[config.mk]
export PLATFORM = sky130hd
export DESIGN_NAME = cqr_sqrt_chain
export DESIGN_NICKNAME = d
export VERILOG_FILES = /design/src/rtl/cqr_sqrt_cell.sv /design/src/rtl/cqr_sqrt_chain.sv
export SDC_FILE = /design/constraint.sdc
export NUM_CORES = 2
export LEC_CHECK = 0
export BUFFER_PORTS_ARGS = -buffer_cell sky130_fd_sc_hd__buf_4
export CAP_MARGIN = 20
export CELL_PAD_IN_SITES_DETAIL_PLACEMENT = 1
export CELL_PAD_IN_SITES_GLOBAL_PLACEMENT = 2
export CORE_MARGIN = 2
export CORE_UTILIZATION = 41
export DETAILED_ROUTE_END_ITERATION = 7
export PLACE_DENSITY_LB_ADDON = 0.2
export SLEW_MARGIN = 10
export SYNTH_ARGS = -nofsm -noshare
export SYNTH_HDL_FRONTEND = slang
export SYNTH_SLANG_ARGS = --single-unit
export TNS_END_PERCENT = 20
[constraint.sdc]
create_clock -name i_clk -period 3.7 [get_ports i_clk]
set_input_delay 0.185 -clock i_clk [delete_from_list [all_inputs] [get_ports i_clk]]
set_output_delay 0.185 -clock i_clk [all_outputs]
set_load 0.01 [all_outputs]
[src/rtl/cqr_sqrt_cell.sv]
// one step of the digit-by-digit integer square root, with its own stage register
// no package dependency; instantiated in rows by cqr_sqrt_chain
module cqr_sqrt_cell #(
    parameter int NW    = 64,
    parameter int SHIFT = 62
) (
    input  logic          i_clk,
    input  logic          i_en,
    input  logic [NW-1:0] i_rem,
    input  logic [NW-1:0] i_res,
    output logic [NW-1:0] o_rem,
    output logic [NW-1:0] o_res
);

    localparam logic [NW:0] Bit = (NW+1)'(1) << SHIFT;

    logic [NW:0]   w_trial;
    logic          w_take;
    logic [NW-1:0] n_rem;
    logic [NW-1:0] n_res;
    logic [NW-1:0] r_rem;
    logic [NW-1:0] r_res;

    // try to subtract the current candidate from the remainder
    always_comb begin
        w_trial = {1'b0, i_res} + Bit;
        w_take  = {1'b0, i_rem} >= w_trial;
        if (w_take) begin
            n_rem = i_rem - w_trial[NW-1:0];
            n_res = (i_res >> 1) + Bit[NW-1:0];
        end else begin
            n_rem = i_rem;
            n_res = i_res >> 1;
        end
    end

    always_ff @(posedge i_clk) begin
        if (i_en) begin
            r_rem <= n_rem;
            r_res <= n_res;
        end
    end

    assign o_rem = r_rem;
    assign o_res = r_res;

endmodule

[src/rtl/cqr_sqrt_chain.sv]
// row of square-root cells, one result bit per stage, lanes side by side
// depends on cqr_sqrt_cell
module cqr_sqrt_chain #(
    parameter int NW    = 64,
    parameter int ITERS = 32,
    parameter int LANES = 1,
    parameter int SW    = 1
) (
    input  logic                         i_clk,
    input  logic                         i_rst_n,
    input  logic                         i_en,
    input  logic                         i_valid,
    input  logic [LANES-1:0][NW-1:0]     i_rad,
    input  logic [SW-1:0]                i_side,
    output logic                         o_valid,
    output logic [LANES-1:0][ITERS-1:0]  o_root,
    output logic [SW-1:0]                o_side
);

    logic [NW-1:0] w_rem [ITERS+1][LANES];
    logic [NW-1:0] w_res [ITERS+1][LANES];
    logic [ITERS-1:0] r_valid;
    logic [SW-1:0]    r_side [ITERS];

    // cells: stage k handles result bit ITERS-1-k
    for (genvar l = 0; l < LANES; l++) begin : g_lane
        assign w_rem[0][l] = i_rad[l];
        assign w_res[0][l] = '0;
        for (genvar k = 0; k < ITERS; k++) begin : g_cell
            cqr_sqrt_cell #(
                .NW    (NW),
                .SHIFT (2 * (ITERS - 1 - k))
            ) u_cell (
                .i_clk (i_clk),
                .i_en  (i_en),
                .i_rem (w_rem[k][l]),
                .i_res (w_res[k][l]),
                .o_rem (w_rem[k+1][l]),
                .o_res (w_res[k+1][l])
            );
        end
        assign o_root[l] = w_res[ITERS][l][ITERS-1:0];
    end

    // valid flags follow the cells
    always_ff @(posedge i_clk) begin
        if (!i_rst_n) begin
            r_valid <= '0;
        end else if (i_en) begin
            r_valid <= {r_valid[ITERS-2:0], i_valid};
        end
    end

    // sideband travels with the item
    always_ff @(posedge i_clk) begin
        if (i_en) begin
            r_side[0] <= i_side;
            for (int k = 1; k < ITERS; k++) begin
                r_side[k] <= r_side[k-1];
            end
        end
    end

    assign o_valid = r_valid[ITERS-1];
    assign o_side  = r_side[ITERS-1];

endmodule

==> results summary <==
The top flip-flop cell by instance count after synthesis is sky130_fd_sc_hd__edfxtp_1. Wires add up to approximately 380000 um. The count of max-cap constraint violations is 0.

The synthesized design spends more area on one cell type than any other, namely sky130_fd_sc_hd__edfxtp_1. In this run the power spent charging and discharging nets is ~28 mW. IR analysis of the VDD net gives a maximum drop of 0.4670 mV.

The maximum buffer depth of the clock tree came out at 4. The run finished, with violations left. The routed layout has between 80000 and 90000 vias. STA classifies the critical path endpoint as a flip-flop. The via count of the first global-routing pass is 89450. The measured slew at the worst slew-check pin is 1.086 ns. The die area is slightly above 300000 um^2.

The synthesis-to-finish area growth is 19.30%. The post-synth net total is between 10000 and 15000. The overall track demand over capacity in global routing is 24.52%. The leakage power total is approximately 56 nW.

The number of clock sinks seen by CTS is 2576. The proportion of register bits with asynchronous set or reset after synthesis came out at 0%. The clock network burns about a third of the power. The core area is around 300000 um^2. The slowest stage of the critical path is the sky130_fd_sc_hd__or4bb_4 cell. The floorplan row count is ~200. The H-tree was split into 5 levels. The number of CTS-inserted buffers is just under 300.

The clock insertion delay at the later pin of the skew report came out at about 0.93 ns. The type of the tightest min-delay check is in2reg. The reg-to-reg setup timing slack is -0.03 ns.

The final-report max-slew violation count came out at 0. The final-layout worst hold slack is between 0.2 and 0.25 ns. Sequential cells account for roughly 44% of the total power.

The switching portion of total power came out at 30.66%. The pin count of the biggest net entering global routing came out at approximately 150. The unique cell type count in the Yosys netlist is 93. The number of cell instances on the worst register-to-register path came out at 11. The total congestion overflow after global routing is 0. Once routing completed, OpenROAD measured the worst setup slack at -0.02920 ns. The startpoint of the most critical hold path is i_rst_n. Setup repair after global routing could not meet its margin everywhere. By count the netlist is led by sky130_fd_sc_hd__edfxtp_1 (2544), sky130_fd_sc_hd__inv_1 (691), sky130_fd_sc_hd__nand2_1 (637), sky130_fd_sc_hd__nor2_1 (615), sky130_fd_sc_hd__a21oi_1 (585). The vias per cell came out at around 5.5.

The number of DRC markers in iteration 0 is slightly above 5000. The routed design could run at a clock period as short as 3.729 ns. For this run, the number of Yosys warnings is 0. The final-layout setup total negative slack is -0.02920 ns.

The worst relative slew slack is between 20% and 30%. Counting flops and latches in the post-synthesis netlist gives around 2600. After synthesis, the cell types taking the most area are sky130_fd_sc_hd__edfxtp_1 (62%), sky130_fd_sc_hd__ha_1 (5.7%), sky130_fd_sc_hd__xor2_1 (3.2%). The number of setup violations in the final report is 1. The number of nets in the layout came out at ~12000. Port buffering added 102 buffers. From bottom edge to top edge, the die measures 552.1 um. The wire length of the first global-routing pass came out at between 500000 and 600000 um.

After synthesis, the largest area contributor takes up between 60% and 70% of total cell area. After clock tree synthesis, the clock-pin slew on the worst setup and hold paths is about 0.06 ns. The average wire length per cell after detail routing is ~25 um. The count of nets left with antenna violations once routing finished came out at 0. The final reports fail on setup timing. The maximum fanout count along the critical path came out at 7. The highest achievable clock rate came out at roughly 270 MHz. The final clock period utilization by the worst path came out at 100.8%. The portion of the post-synthesis area used by sequential elements is a little over three fifths. The placed wire-length estimate after detailed placement is approximately 300000 um. The total power divided by cell area is between 600 and 700 nW/um^2.

TritonCTS built the clock tree. CTS placed an instance of sky130_fd_sc_hd__clkbuf_16 at the clock tree root. The critical path goes through ha_4 -> or4bb_4 -> nor4_4 -> nor4b_4 -> buf_4 -> a211oi_4 -> and4_1 -> o31a_1 -> nor2b_1 -> o2111ai_1 -> xnor2_1.

The filler cells instantiated in the layout total 30650. The number of iterations in the first detailed-routing pass is 5. The hold path endpoint is r_valid[22]$_SDFFE_PN0P_. The setup clock skew after layout is 0.09233 ns. In the routed design, unresolved DRC markers number 0. The effective utilization at floorplan is between 40 and 50%. In this run the critical register-to-register path is launched from g_lane[0].g_cell[19].u_cell.o_rem[26]$_DFFE_PP_.

The count of flip-flops with a built-in enable after synthesis is ~2500. The number of hold violations in the final report is 0. The data arrival time at the worst-slack endpoint came out at ~4.4 ns. The mean cell area of the mapped netlist is about 13 um^2. The share of final-layout standard cells stronger than drive strength 1 came out at between 15 and 20%.

The final weighted congestion of routability-driven global placement came out at a little over 0.9. The initial antenna violation count was 9. By instance count, the leading cell after synthesis is sky130_fd_sc_hd__edfxtp_1. The capturing point of the worst reg2reg path is g_lane[0].g_cell[20].u_cell.o_rem[57]$_DFFE_PP_. The number of primary I/O pins is slightly above 100. After technology mapping, the gate count stands at between 9000 and 10000.

The data required time of the worst path is 4.36 ns. The critical path start-end classification is reg2reg. STA classifies the critical path startpoint as a flip-flop. The worst hold path stage count came out at 3.

The die width is roughly 550 um. The cell area after synthesis came out at around 120000 um^2. The internal power of the cells is 62.67 mW.

The delay contributed by the slowest stage of the critical path is 0.54 ns. The combinational share of power came out at a little under a quarter.
-- sequential cells by signal, summed over array words and instances, names as in the netlist --
| register | count |
|---|---|
| r_side | 32 |
| g_lane.g_cell.u_cell.o_res | 528 |
| r_valid | 32 |
| g_lane.g_cell.u_cell.o_rem | 1984 |
-- how the worst max path moves through the flow --
| stage | startpoint | slack [ns] | end | cells past startpoint |
|---|---|---|---|---|
| finish | g_lane[0].g_cell[19].u_cell.o_rem[26]$_DFFE_PP_ | -0.03 | g_lane[0].g_cell[20].u_cell.o_rem[57]$_DFFE_PP_ | 11 |
| global route | g_lane[0].g_cell[19].u_cell.o_rem[26]$_DFFE_PP_ | -0.05 | g_lane[0].g_cell[20].u_cell.o_rem[57]$_DFFE_PP_ | 11 |
| CTS | g_lane[0].g_cell[27].u_cell.o_rem[21]$_DFFE_PP_ | -0.10 | g_lane[0].g_cell[28].u_cell.o_rem[62]$_DFFE_PP_ | 15 |
| detailed placement | g_lane[0].g_cell[21].u_cell.o_rem[44]$_DFFE_PP_ | -0.93 | g_lane[0].g_cell[22].u_cell.o_rem[62]$_DFFE_PP_ | 11 |
| global placement | g_lane[0].g_cell[21].u_cell.o_rem[44]$_DFFE_PP_ | -0.99 | g_lane[0].g_cell[22].u_cell.o_rem[62]$_DFFE_PP_ | 11 |
| floorplan | g_lane[0].g_cell[26].u_cell.o_rem[10]$_DFFE_PP_ | 0.15 | g_lane[0].g_cell[27].u_cell.o_rem[11]$_DFFE_PP_ | 11 |
-- through the flow --
| stage | utilization, % | total power [mW] | area [um^2] | instances | setup WS [ns] |
|---|---|---|---|---|---|
| 3_5_place_dp | 45.06 | 61.59 | 134800 | 14480 | -0.9335 |
| 3_3_place_gp | 45.06 | 61.12 | 134800 | 14480 | -0.9874 |
| 5_1_grt | 49.10 | 94.35 | 146900 | 15190 | -0.05312 |
| 6_report | 49.10 | 90.37 | 146900 | 15190 | -0.02920 |
| 2_1_floorplan | - | 51.77 | 123200 | 9810 | 0.1515 |
| 4_1_cts | 48.73 | 90.70 | 145800 | 15140 | -0.1039 |
-- cells in the final DEF, fill, tap and decap left out, types with 54 or more instances in the layout --
cell,synthesis,layout
sky130_fd_sc_hd__edfxtp_1,2544,2544
sky130_fd_sc_hd__buf_4,0,895
sky130_fd_sc_hd__inv_1,691,690
sky130_fd_sc_hd__nand2_1,637,636
sky130_fd_sc_hd__nor2_1,615,612
sky130_fd_sc_hd__a21oi_1,585,572
sky130_fd_sc_hd__ha_1,558,539
sky130_fd_sc_hd__xor2_1,449,449
sky130_fd_sc_hd__o21ai_0,459,446
sky130_fd_sc_hd__xnor2_1,424,422
sky130_fd_sc_hd__nor4_1,369,338
sky130_fd_sc_hd__clkbuf_16,0,298
sky130_fd_sc_hd__nor3_1,259,250
sky130_fd_sc_hd__a21o_1,245,245
sky130_fd_sc_hd__nand4_1,176,176
sky130_fd_sc_hd__nand3_1,159,156
sky130_fd_sc_hd__dlygate4sd3_1,0,134
sky130_fd_sc_hd__o21a_1,102,102
sky130_fd_sc_hd__or3_1,104,101
sky130_fd_sc_hd__nor2b_1,100,99
sky130_fd_sc_hd__nand2b_1,89,87
sky130_fd_sc_hd__mux2_2,82,82
sky130_fd_sc_hd__or4_1,82,77
sky130_fd_sc_hd__clkinv_1,0,63
sky130_fd_sc_hd__clkbuf_1,179,58
sky130_fd_sc_hd__or2_2,56,56
sky130_fd_sc_hd__o21bai_1,54,54
-- worst max-delay path: cells and delay by family, from the launching register on --
kind | cells | cell delay (ns)
AO/OA/AOI/OAI | 3 | 0.57
flip-flops | 1 | 0.45
buffers and inverters | 1 | 0.20
adder cells (fa/ha/maj) | 1 | 0.31
AND/OR/NAND/NOR | 5 | 1.53
XOR/XNOR | 1 | 0.40
-- per-layer routing --
metal  track usage [%]  share of wire [%]  up-vias
met2             47.55                 55     1507
met5                 0             0.0034        -
met3             2.308                2.8      773
met1             25.25                 36    41420
met4             14.78                6.9        2
li1                  -                  -    39210
-- kinds of logic after synthesis --
family | after synthesis | synth area share (%)
AOI/OAI and AO/OA | 1858 | 9.382
buffers and inverters | 895 | 2.740
DFF | 2576 | 62.54
muxes | 126 | 1.107
and+or+nand+nor | 2924 | 12.36
adders and majority gates | 558 | 5.668
xor gates and xnor gates | 873 | 6.207
-- timing repair --
action | 4_1_cts | 5_1_grt
pin swaps | 4 | 34
hold buffers | 134 | 0
hold endpoints to repair | 434 | 0
gates resized for setup | 63 | 139
cloned | 0 | 0
buffers inserted | 6 | 36
setup endpoints to repair | 249 | 285
-- cell type report --
type                    instances  area, um^2  area share (%)
clock buffers                 356        7675           5.223
repair buffers               1089        9166           6.238
inverters                     693        2601           1.770
well taps                    3958        4952           3.370
diodes                         18       45.04         0.03065
multi-input cells            6339       43850           29.84
flip-flops and latches       2576       77030           52.42
clock inverters               164        1620           1.103
-- power groups by stage --
stage | Clock (mW) | Combinational [mW] | Sequential, mW
4_1_cts | 29.3 | 21.3 | 40.1
5_1_grt | 30.3 | 23.6 | 40.4
2_1_floorplan | 0 | 12.9 | 38.9
6_report | 28.7 | 21.6 | 40.1
3_3_place_gp | 0 | 20.5 | 40.6
3_5_place_dp | 0 | 20.9 | 40.7
Note: power is estimated with default switching activity, not from simulation.
